File: src/hw/rtl/bphd_pkg.sv
package bphd_pkg;

  // fixed field widths
  localparam int RAW_W   = 10;
  localparam int VAL_W   = 8;
  localparam int BAND_W  = 3;
  localparam int SHIFT   = 2;
  localparam int CFG_IDX_W = 1;

  // register reset values
  localparam logic [VAL_W-1:0] DECAY_RESET = 8'd7;
  localparam logic [VAL_W-1:0] FLOOR_RESET = 8'd40;

  // register indexes
  localparam logic [CFG_IDX_W-1:0] REG_DECAY_STEP  = 1'b0;
  localparam logic [CFG_IDX_W-1:0] REG_NOISE_FLOOR = 1'b1;

  // item action codes
  localparam logic ACT_RESTART = 1'b0;
  localparam logic ACT_SAMPLE  = 1'b1;

  // one result transaction
  typedef struct packed {
    logic              valid_res;
    logic [BAND_W-1:0] band;
    logic [VAL_W-1:0]  scaled_left;
    logic [VAL_W-1:0]  scaled_right;
    logic [VAL_W-1:0]  held_left;
    logic [VAL_W-1:0]  held_right;
    logic              last_band;
  } res_t;

endpackage

File: src/hw/rtl/bphd_lane.sv
module bphd_lane
  import bphd_pkg::*;
#(
  parameter int NUM_BANDS = 7
) (
  input  logic              clk,
  input  logic              rst,
  input  logic              upd,
  input  logic [BAND_W-1:0] band_index,
  input  logic [RAW_W-1:0]  raw,
  input  logic [VAL_W-1:0]  decay_step,
  input  logic [VAL_W-1:0]  noise_floor,
  output logic [VAL_W-1:0]  scaled,
  output logic [VAL_W-1:0]  held_next
);

  localparam int IDX_W = (NUM_BANDS > 1) ? $clog2(NUM_BANDS) : 1;

  logic [VAL_W-1:0] held [NUM_BANDS];
  logic [IDX_W-1:0] idx;
  logic [VAL_W-1:0] cur;
  logic [VAL_W-1:0] decayed;

  assign idx    = band_index[IDX_W-1:0];
  assign scaled = raw[RAW_W-1:SHIFT];
  assign cur    = held[idx];

  // decay with floor at zero, then raise to the new peak if it is above the noise floor
  always_comb begin
    decayed = (cur > decay_step) ? cur - decay_step : '0;
    if (scaled > noise_floor && scaled > decayed) begin
      held_next = scaled;
    end else begin
      held_next = decayed;
    end
  end

  // per-band held values
  always_ff @(posedge clk) begin
    if (rst) begin
      for (int i = 0; i < NUM_BANDS; i++) begin
        held[i] <= '0;
      end
    end else if (upd) begin
      held[idx] <= held_next;
    end
  end

endmodule

File: src/hw/rtl/bphd_merge.sv
module bphd_merge
  import bphd_pkg::*;
(
  input  logic clk,
  input  logic rst,
  input  logic push,
  input  res_t din,
  input  logic pop,
  output logic full,
  output logic head_valid,
  output res_t head
);

  logic [1:0] count;
  logic [1:0] count_next;
  res_t       tail;

  assign full       = (count == 2'd2);
  assign head_valid = (count != 2'd0);

  // occupancy of the two-entry result queue
  always_comb begin
    count_next = count;
    if (push && !pop) begin
      count_next = count + 2'd1;
    end else if (pop && !push) begin
      count_next = count - 2'd1;
    end
  end

  always_ff @(posedge clk) begin
    if (rst) begin
      count <= '0;
    end else begin
      count <= count_next;
    end
  end

  // payload slots
  always_ff @(posedge clk) begin
    if (pop) begin
      if (count == 2'd2) begin
        head <= tail;
      end else if (push) begin
        head <= din;
      end
    end else if (push) begin
      if (count == 2'd0) begin
        head <= din;
      end else begin
        tail <= din;
      end
    end
  end

endmodule

File: src/hw/rtl/band_peak_hold_decay.sv
// a result is written into the result queue when its sample transaction is taken
// throughput: one item per cycle while sample_stall is low; the held value of a band is read, updated
// and written back in that cycle by each channel lane
// a two-entry result queue lets sampling go on while one result waits
// reset: band index 0, all held values 0, decay_step 7, noise_floor 40
module band_peak_hold_decay
  import bphd_pkg::*;
#(
  parameter int NUM_BANDS = 7
) (
  input  logic                 clk,
  input  logic                 rst,
  input  logic                 sample_valid,
  output logic                 sample_stall,
  input  logic                 action,
  input  logic [RAW_W-1:0]     raw_left,
  input  logic [RAW_W-1:0]     raw_right,
  output logic                 result_valid,
  input  logic                 result_stall,
  output logic                 valid_res,
  output logic [BAND_W-1:0]    band,
  output logic [VAL_W-1:0]     scaled_left,
  output logic [VAL_W-1:0]     scaled_right,
  output logic [VAL_W-1:0]     held_left,
  output logic [VAL_W-1:0]     held_right,
  output logic                 last_band,
  input  logic                 cfg_valid,
  output logic                 cfg_ready,
  input  logic [CFG_IDX_W-1:0] cfg_index,
  input  logic [VAL_W-1:0]     cfg_data
);

  logic [VAL_W-1:0]  decay_step;
  logic [VAL_W-1:0]  noise_floor;
  logic [BAND_W-1:0] band_index;
  logic              accept;
  logic              in_range;
  logic              upd;
  logic              full;
  logic              pop;
  logic [VAL_W-1:0]  sl;
  logic [VAL_W-1:0]  sr;
  logic [VAL_W-1:0]  hl;
  logic [VAL_W-1:0]  hr;
  res_t              res;
  res_t              head;

  assign cfg_ready    = 1'b1;
  assign sample_stall = full;
  assign accept       = sample_valid && !sample_stall;
  assign in_range     = (band_index < BAND_W'(NUM_BANDS));
  assign upd          = accept && (action == ACT_SAMPLE) && in_range;

  // configuration registers
  always_ff @(posedge clk) begin
    if (rst) begin
      decay_step  <= DECAY_RESET;
      noise_floor <= FLOOR_RESET;
    end else if (cfg_valid && cfg_ready) begin
      case (cfg_index)
        REG_DECAY_STEP:  decay_step  <= cfg_data;
        REG_NOISE_FLOOR: noise_floor <= cfg_data;
        default: ;
      endcase
    end
  end

  // band scan counter, saturates at the band count
  always_ff @(posedge clk) begin
    if (rst) begin
      band_index <= '0;
    end else if (accept) begin
      if (action == ACT_RESTART) begin
        band_index <= '0;
      end else if (in_range) begin
        band_index <= band_index + BAND_W'(1);
      end
    end
  end

  // one lane per channel
  bphd_lane #(.NUM_BANDS(NUM_BANDS)) u_lane_left (
    .clk         (clk),
    .rst         (rst),
    .upd         (upd),
    .band_index  (band_index),
    .raw         (raw_left),
    .decay_step  (decay_step),
    .noise_floor (noise_floor),
    .scaled      (sl),
    .held_next   (hl)
  );

  bphd_lane #(.NUM_BANDS(NUM_BANDS)) u_lane_right (
    .clk         (clk),
    .rst         (rst),
    .upd         (upd),
    .band_index  (band_index),
    .raw         (raw_right),
    .decay_step  (decay_step),
    .noise_floor (noise_floor),
    .scaled      (sr),
    .held_next   (hr)
  );

  // combine lane results; a sample past the last band reports all zeros
  always_comb begin
    res = '0;
    if (in_range) begin
      res.valid_res    = 1'b1;
      res.band         = band_index;
      res.scaled_left  = sl;
      res.scaled_right = sr;
      res.held_left    = hl;
      res.held_right   = hr;
      res.last_band    = (band_index == BAND_W'(NUM_BANDS - 1));
    end
  end

  assign pop = result_valid && !result_stall;

  bphd_merge u_merge (
    .clk        (clk),
    .rst        (rst),
    .push       (accept && (action == ACT_SAMPLE)),
    .din        (res),
    .pop        (pop),
    .full       (full),
    .head_valid (result_valid),
    .head       (head)
  );

  assign valid_res    = head.valid_res;
  assign band         = head.band;
  assign scaled_left  = head.scaled_left;
  assign scaled_right = head.scaled_right;
  assign held_left    = head.held_left;
  assign held_right   = head.held_right;
  assign last_band    = head.last_band;

endmodule

File: config.mk
export PLATFORM = sky130hd
export DESIGN_NAME = band_peak_hold_decay
export DESIGN_NICKNAME = d
export VERILOG_FILES = /design/src/hw/rtl/bphd_pkg.sv /design/src/hw/rtl/bphd_lane.sv /design/src/hw/rtl/bphd_merge.sv /design/src/hw/rtl/band_peak_hold_decay.sv
export SDC_FILE = /design/constraint.sdc
export NUM_CORES = 1
export LEC_CHECK = 0
export ABC_AREA = 0
export BUFFER_PORTS_ARGS = -buffer_cell sky130_fd_sc_hd__buf_2
export CAP_MARGIN = 20
export CORE_MARGIN = 3
export CORE_UTILIZATION = 25
export DETAILED_ROUTE_END_ITERATION = 6
export HOLD_SLACK_MARGIN = 0.1
export PLACE_DENSITY = 0.39
export SLEW_MARGIN = 25
export SYNTH_ARGS = -nofsm -noshare
export SYNTH_HDL_FRONTEND = slang
export SYNTH_HIERARCHICAL = 1
export SYNTH_SLANG_ARGS = --single-unit
File: constraint.sdc
create_clock -name clk -period 6.6 [get_ports clk]
set_clock_uncertainty 0.15 [all_clocks]
set_input_delay 0.66 -clock clk [delete_from_list [all_inputs] [get_ports clk]]
set_output_delay 0.66 -clock clk [all_outputs]
set_load 0.01 [all_outputs]
==> results of run 1 <==
## flip-flops by register name, indices dropped and copies added, names as in the netlist
| signal | cells |
|---|---|
| u_lane_right/held | 64 |
| u_merge/head | 37 |
| band_index | 3 |
| decay_step | 8 |
| u_merge/tail | 37 |
| u_lane_left/held | 64 |
| noise_floor | 8 |
| u_merge/count | 2 |
## Yosys cell counts, types with 3 or more instances
cell type / count
sky130_fd_sc_hd__edfxtp_1: 186
sky130_fd_sc_hd__clkbuf_1: 11
sky130_fd_sc_hd__nand4_1: 10
sky130_fd_sc_hd__buf_1: 6
sky130_fd_sc_hd__nand3b_1: 7
sky130_fd_sc_hd__a21oi_1: 81
sky130_fd_sc_hd__inv_1: 54
sky130_fd_sc_hd__xor2_1: 3
sky130_fd_sc_hd__buf_4: 17
sky130_fd_sc_hd__a21o_1: 15
sky130_fd_sc_hd__a211oi_2: 7
sky130_fd_sc_hd__mux2i_2: 6
sky130_fd_sc_hd__mux2_4: 31
sky130_fd_sc_hd__o21ai_1: 3
sky130_fd_sc_hd__a31oi_1: 5
sky130_fd_sc_hd__and4_1: 4
sky130_fd_sc_hd__nand3_1: 21
sky130_fd_sc_hd__buf_6: 7
sky130_fd_sc_hd__xnor2_1: 6
sky130_fd_sc_hd__a21boi_0: 4
sky130_fd_sc_hd__dfxtp_1: 37
sky130_fd_sc_hd__a31o_2: 5
sky130_fd_sc_hd__and3_1: 5
sky130_fd_sc_hd__ha_1: 54
sky130_fd_sc_hd__nor2b_1: 18
sky130_fd_sc_hd__nand2b_1: 9
sky130_fd_sc_hd__o21bai_1: 8
sky130_fd_sc_hd__o21ai_0: 8
sky130_fd_sc_hd__o211ai_1: 4
sky130_fd_sc_hd__nor2_1: 85
sky130_fd_sc_hd__and2_1: 6
sky130_fd_sc_hd__mux2_2: 21
sky130_fd_sc_hd__nand2_1: 61
sky130_fd_sc_hd__a221oi_1: 3
sky130_fd_sc_hd__mux2i_1: 4
sky130_fd_sc_hd__a211oi_1: 6
sky130_fd_sc_hd__buf_2: 11
sky130_fd_sc_hd__and2_4: 25
sky130_fd_sc_hd__mux4_2: 32
sky130_fd_sc_hd__and2_2: 3
## cells by family after synthesis
| group | share of synthesized area, % |
|---|---|
| AO/OA/AOI/OAI | 10.5 |
| XOR/XNOR | 0.665 |
| adder cells (fa/ha/maj) | 6.04 |
| buffers and inverters | 4.55 |
| flip-flops | 53.4 |
| multiplexers | 13.0 |
| other | 0.0316 |
| AND/OR/NAND/NOR | 11.8 |
## layer usage
layer | vias to the layer above | wire (um) | global-route usage, %
met4 | 0 | 612 | 3.38
met2 | 149 | 14500 | 20.2
met1 | 3657 | 14000 | 16.3
met5 | - | 0 | 0
met3 | 37 | 1220 | 1.97
li1 | 3610 | - | -
## cell type report
cell class | count | area [um^2]
clock inverters | 14 | 121
flip-flops and latches | 223 | 6330
repair buffers | 93 | 558
multi-input cells | 605 | 5000
clock buffers | 34 | 712
fillers | 4790 | 33000
well taps | 607 | 759
inverters | 55 | 209
## power groups by stage
stage          sequential (mW)  clock (mW)  combinational (mW)
2_1_floorplan             1.78           0               0.982
3_3_place_gp              1.78           0                1.43
3_5_place_dp              1.78           0                1.43
4_1_cts                   1.76        1.47                1.44
5_1_grt                   1.76        1.53                1.57
6_report                  1.75        1.41                1.42
## metrics by stage
step | hold slack (ns) | utilization, %
floorplan | 0.299 | -
global placement | 0.318 | 27.5
detailed placement | 0.323 | 27.6
CTS | 0.187 | 29.3
global route | 0.216 | 29.3
finish | 0.224 | 29.3
## how the worst min path moves through the flow
stage / start / end / slack (ns) / depth (start not counted)
2_1_floorplan: decay_step[3] / decay_step[3] / 0.30 / 2
3_3_place_gp: noise_floor[4] / noise_floor[4] / 0.32 / 2
3_5_place_dp: decay_step[7] / decay_step[7] / 0.32 / 2
4_1_cts: cfg_data[1] / decay_step[1] / 0.19 / 3
5_1_grt: cfg_data[6] / noise_floor[6] / 0.22 / 3
6_report: cfg_data[1] / decay_step[1] / 0.22 / 3
## critical path, stage by stage, from the launching register on
cell and delay, ns:
sky130_fd_sc_hd__dfxtp_2 0.75, sky130_fd_sc_hd__buf_12 0.28, sky130_fd_sc_hd__mux4_2 0.56, sky130_fd_sc_hd__mux2_2 0.31, sky130_fd_sc_hd__ha_1 0.41, sky130_fd_sc_hd__a21o_1 0.20, sky130_fd_sc_hd__a21o_1 0.17, sky130_fd_sc_hd__a221oi_1 0.35
sky130_fd_sc_hd__xnor2_1 0.23, sky130_fd_sc_hd__nand2_1 0.10, sky130_fd_sc_hd__ha_1 0.29, sky130_fd_sc_hd__nand4_1 0.14, sky130_fd_sc_hd__o22ai_1 0.10, sky130_fd_sc_hd__inv_1 0.07, sky130_fd_sc_hd__o31a_1 0.46, sky130_fd_sc_hd__a21o_1 0.43
sky130_fd_sc_hd__nand2_1 0.11, sky130_fd_sc_hd__and2_4 0.15, sky130_fd_sc_hd__mux2_4 0.24
==> summary.md, run 1 <==
Clock-pin slew was measured on the worst setup and hold paths at 0.06 ns. The net total in the final layout came out at 1096. The initial standard-cell utilization of the core is 25.4%. The final antenna-violating net count was 0; the post-place instance area was 12900 um^2.

The cell count after synthesis was 936. In the final timing run, aggregate negative setup slack is 0 ns. The clock network is responsible for 30.8% of the overall power.

Count of synthesis-stage warnings from yosys: 6. The shortest period the worst path allows works out to 5.76 ns. Die area: 50100 um^2. For the count of cell types in the netlist, the log shows 77. STA classifies the critical path startpoint as a flop. The total nets after synthesis is 1027. By startpoint and endpoint, the worst setup path is classified as flop to flop.

Across the VDD grid, the largest voltage drop is 0.122 mV. The post-route non-filler standard cell count came out at 1631. The run gives 5.90 ns as the data arrival time of the worst path. The die extent in x works out to 224 um. TritonCTS built the clock tree.

The startpoint of the worst setup timing path is band_index[0]. Combinational cells account for 30.9% of the total power. Dividing the detail-routed via count by the number of cells gives 4.57. Number of H-tree branching levels: 1. Per report_power, the sequential group accounts for 38.2% of the total.

Leaving out fill and tap cells, the most frequent cells in the layout are 186 x sky130_fd_sc_hd__edfxtp_1, 84 x sky130_fd_sc_hd__nor2_1, 81 x sky130_fd_sc_hd__a21oi_1. The highest net fanout along the worst path came out at 21. The tools report the nature of the critical path endpoint as a flop. Leaving out fill and tap cells, the most frequent cell in the layout is sky130_fd_sc_hd__edfxtp_1.

The run gives 0.54 ns as the clock latency at the later pin of the worst-skew pair. In the global route stage, overall resource usage came out at 12.1%. The actual slew at the worst max-slew pin is 0.972 ns, and the switching power as a share of total power is 31.4%. Reg-to-reg critical path endpoint: u_merge/head[10]. In the final routed layout, each cell accounts on average for 18.6 um. The wire length of the first global-routing pass came out at 47.0 mm.

After routing the design area is 13700 um^2. The iteration count of the initial detailed-routing pass is 5. Once the clock tree was built, the resizer swapped 0 gates to a different size. Once the clock tree was built, the setup fixing pass inserted 0 buffers.

The number of antenna diodes in the final layout is 0. The library cell occupying the most area in the post-synthesis netlist is sky130_fd_sc_hd__edfxtp_1. The leakage power total came out at 5.17 nW.

Entering global routing, the biggest net connects 41 pins. The flow ran to the end, and the final reports show no timing, DRC or antenna violations. Before CTS, the worst setup slack after placement is 0.816 ns. After synthesis, the cell types taking the most area are sky130_fd_sc_hd__edfxtp_1 47%, sky130_fd_sc_hd__dfxtp_1 6.2%, sky130_fd_sc_hd__mux4_2 6.1%. Summing every instance area after synthesis gives 11900 um^2.

For this design, the sink count on the clock tree is 223. Static timing analysis puts the maximum clock frequency at 174 MHz. Internal power comes to 3.14 mW. The tools report the headroom to the max-slew limit as 35.2%. Post-synthesis sequential area ratio: 53.4%. Averaged over all synthesized cells, the footprint is 12.7 um^2. The routed design has 30.3 mm of wire. The reported net switching power is 1.44 mW. The power density over the cells came out at 335 nW/um^2.

In the final layout, the share of cells above drive strength 1 is 27.8%. Relative to the synthesized area, the layout overhead comes to 15.5%. TritonCTS created 27 clock buffers. The number of antenna violations at the first check in global routing came out at 0.

For this run the aggregate overflow at the end of global routing stands at 0. The overall die height was 224 um; the number of placed cells counting well taps was 1583. The run gives 3 as the maximum number of buffers from clock root to sink.

The class of the most critical hold timing path was primary input to flop. The total half-perimeter wirelength after legalization and detailed placement was 21.7 mm; the number of hold buffers added after CTS was 0. The root buffer cell chosen for the clock tree is sky130_fd_sc_hd__clkbuf_16.

Setup repair after global routing left no endpoint under its margin. The number of cells on the worst reg-to-reg path is 18. Setup slack closes at 0.844 ns.

The logs give 0 for the number of failing setup endpoints in the final timing report and 0 for the count of max-cap constraint violations. The count of pins over their slew limit is 0, and the count of port buffers added during placement is 69. After synthesis, the largest area contributor takes up 47.1% of total cell area.

Count of final hold-check violations: 0. The run gives 7795 as the number of global-route vias before repair. The logs give 456 for the number of design-rule violations left by the first detailed-router iteration and 75 for the top-level I/O count.

At the end of routability-driven placement, the weighted congestion stood at 0.748. After detailed routing, the number of remaining DRC violations is 0. The slack of the worst reg-to-reg path was 0.84 ns; the number of synthesized flops with an enable pin was 186.

The total area inside the core boundary comes to 46700 um^2. After synthesis the netlist holds a flip-flop and latch count of 223. For this run, the leading register cell type out of synthesis is sky130_fd_sc_hd__edfxtp_1. The data required time of the critical path was 6.74 ns; the post-route clock period utilization was 87.2%. The completed layout was analyzed and its total power is 4.59 mW. Detailed routing inserted a total of 7453 vias. The proportion of synthesized flip-flops having asynchronous set or reset was 0%; the cell row count was 79. The startpoint identified for the worst register-to-register timing path is band_index[0]. In this run the worst setup path terminates at u_merge/head[10].
Power figures use the tool's default switching activity.
==> inputs of run 2 (changes only) <==
--- a/config.mk
+++ b/config.mk
@@ -13,6 +13,7 @@
 export DETAILED_ROUTE_END_ITERATION = 6
 export HOLD_SLACK_MARGIN = 0.1
 export PLACE_DENSITY = 0.39
+export RECOVER_POWER = 25
 export SLEW_MARGIN = 25
 export SYNTH_ARGS = -nofsm -noshare
 export SYNTH_HDL_FRONTEND = slang
==> run 2 against run 1 <==
  * Non-clock buffer count unchanged
  * Worst hold slack got worse by 0.00087 ns
  * Sequential share of layout area increased by 0.55 points
  * Sequential cell count unchanged
  * The flow now finishes with violations (max-capacitance violations, max-slew violations)
  * Wire length about the same
==> summary.md, run 2 (synthesis results as in run 1) <==
The run finished, with violations left. The final reports fail on max-capacitance violations, max-slew violations. Placeable core area: 46700 um^2 (unchanged).

The critical path startpoint category is a flop (unchanged). The share of layout cells above drive strength 1 came out at 20.7% (was 27.8%). Top library cells by usage in the layout, fill and taps aside: 186 x sky130_fd_sc_hd__edfxtp_1, 84 x sky130_fd_sc_hd__nor2_1, 81 x sky130_fd_sc_hd__a21oi_1 (unchanged). The die extent in x was 224 um (unchanged).

The area growth from synthesis to final layout works out to 14.1% (was 15.5%). Setup repair after global routing left no endpoint under its margin. The highest net fanout along the worst path is 20 (was 21).

TritonCTS built the clock tree. The run gives 7434 (was 7453) as the total number of vias. The setup fix buffers added after clock tree synthesis was 0 (unchanged). The largest net degree at the start of global routing is 41 (unchanged).

The total half-perimeter wirelength after legalization and detailed placement is 21.7 mm (unchanged). The post-detailed-routing wire length was 30.3 mm (about the same); the count of port buffers added during placement was 69 (unchanged). The number of hold buffers added after CTS is 0 (unchanged), and the total power is 4.56 mW (was 4.59 mW). Largest registers: u_lane_left/held (64), u_lane_right/held (64) (unchanged). The number of design-rule violations left by the first detailed-router iteration was 481 (was 456); the post-place setup slack was 0.816 ns (unchanged). The number of buffers added by the clock tree synthesis step is 27 (unchanged). The initial standard-cell utilization of the core was 25.4% (unchanged); the overall die height was 224 um (unchanged). The run gives 47.0 mm (unchanged) as the wire length of the first global-routing pass. The count of pins over their slew limit was 38 (was 0); the post-layout worst setup margin was 0.831 ns (was 0.844 ns).

The tools report the maximum number of buffers from clock root to sink as 3 (unchanged). The number of global-route vias before repair is 7795 (unchanged), and the top-level I/O count is 75 (unchanged). The tools report the headroom to the max-slew limit as -26.4% (was 35.2%).

The clock slew at the register clock pins of the worst setup and hold paths is 0.06 ns (about the same). The logs give 29.0% (was 29.3%) for the fraction of the core area covered by cells at the end of the flow and 0 ns (unchanged) for the total negative slack for setup checks. The number of antenna violations at the first check in global routing was 0 (unchanged); the mean number of vias per cell was 4.56 (was 4.57). Critical path class: flop to flop (unchanged).

The count of final hold-check violations came out at 0 (unchanged). The wire length per cell after detailed routing was 18.6 um (about the same); the worst supply voltage drop on vdd was 0.122 mV (about the same). The number of H-tree branching levels is 1 (unchanged), and the clock sink count is 223 (unchanged). The tools report the final estimated routing congestion in global placement as 0.748 (unchanged). The commonest non-fill, non-tap cell in the layout is sky130_fd_sc_hd__edfxtp_1 (unchanged). For the iteration count of the initial detailed-routing pass, the log shows 5 (unchanged). The tools report the number of placed cells counting well taps as 1583 (unchanged). The logs give 1096 (unchanged) for the net total in the final layout and 0 (unchanged) for the final antenna-violating net count.

The total inserted antenna cells is 0 (unchanged), and the count of max-cap constraint violations is 1 (was 0). The data required time of the critical path was 6.73 ns (was 6.74 ns); the actual slew at the worst max-slew pin was 1.90 ns (was 0.972 ns). The highest clock rate is 173 MHz (was 174 MHz). The run gives 1631 (unchanged) as the post-route non-filler standard cell count.

The run gives 0 (unchanged) as the final routed DRC violation total. The number of gates resized after CTS is 0 (unchanged). The class of the most critical hold timing path is primary input to flop (unchanged). The root buffer selected by CTS was sky130_fd_sc_hd__clkbuf_16 (unchanged). The leakage power total is 4.94 nW (was 5.17 nW). The cell row count is 79 (unchanged), and the residual overflow from global routing is 0 (unchanged). The nature of the critical path endpoint is a flop (unchanged). Post-route clock period utilization: 87.4% (was 87.2%). The data arrival time of the worst path was 5.90 ns (about the same).

For the number of failing setup endpoints in the final timing report, the log shows 0 (unchanged). The shortest period the worst path allows came out at 5.77 ns (was 5.76 ns). The power density over the cells was 337 nW/um^2 (was 335 nW/um^2). The run gives 50100 um^2 (unchanged) as the die area.

For the clock latency at the later pin of the worst-skew pair, the log shows 0.54 ns (about the same). Total global routing track utilization: 12.1% (unchanged).
run 2: layer usage:
| layer | global-route usage, % | up-vias | wire (um) |
|---|---|---|---|
| met1 | 16.3 | 3654 | 14200 |
| met3 | 1.97 | 37 | 1190 |
| met5 | 0 | - | 0 |
| met2 | 20.2 | 134 | 14400 |
| li1 | - | 3609 | - |
| met4 | 3.38 | 0 | 612 |
run 2: layout make-up:
cell class / count / area [um^2]
well taps: 607 / 759
fillers: 4827 / 33100
repair buffers: 93 / 505
clock inverters: 14 / 121
inverters: 55 / 208
flip-flops and latches: 223 / 6330
multi-input cells: 605 / 4890
clock buffers: 34 / 712
run 2: worst max-delay path, stage by stage (launching register included):
cell	delay, ns
sky130_fd_sc_hd__dfxtp_2	0.75
sky130_fd_sc_hd__buf_4	0.29
sky130_fd_sc_hd__mux4_2	0.51
sky130_fd_sc_hd__mux2_2	0.28
sky130_fd_sc_hd__ha_1	0.44
sky130_fd_sc_hd__a211oi_1	0.12
sky130_fd_sc_hd__o21bai_1	0.32
sky130_fd_sc_hd__o21ai_1	0.19
sky130_fd_sc_hd__a21oi_1	0.24
sky130_fd_sc_hd__inv_1	0.07
sky130_fd_sc_hd__ha_1	0.31
sky130_fd_sc_hd__a21oi_1	0.17
sky130_fd_sc_hd__nand2_1	0.07
sky130_fd_sc_hd__a21o_1	0.21
sky130_fd_sc_hd__o211ai_4	0.44
sky130_fd_sc_hd__mux2i_2	0.25
sky130_fd_sc_hd__buf_4	0.22
sky130_fd_sc_hd__inv_1	0.05
sky130_fd_sc_hd__and2_1	0.14
sky130_fd_sc_hd__mux2_2	0.26
run 2: path summary, 6_finish.rpt:
path	startpoint	endpoint	slack (ns)	cells past startpoint
worst max-delay path	band_index[0]	u_merge/head[3]	0.83	19
worst min-delay path	cfg_data[1]	decay_step[1]	0.22	3
worst max register to register	band_index[0]	u_merge/head[3]	0.83	19
worst min register to register	decay_step[7]	decay_step[7]	0.33	2
run 2: report_power, final:
group / switching (mW) / internal (mW)
Combinational: 0.810 / 0.580
Sequential: 0.0491 / 1.70
Clock: 0.579 / 0.836
run 2: through the flow:
stage                     cell area [um^2]  hold slack [ns]
after detailed placement             12900            0.323
final                                13500            0.223
after global routing                 13500            0.216
after global placement               12800            0.318
after CTS                            13700            0.187
after floorplan                      11900            0.299
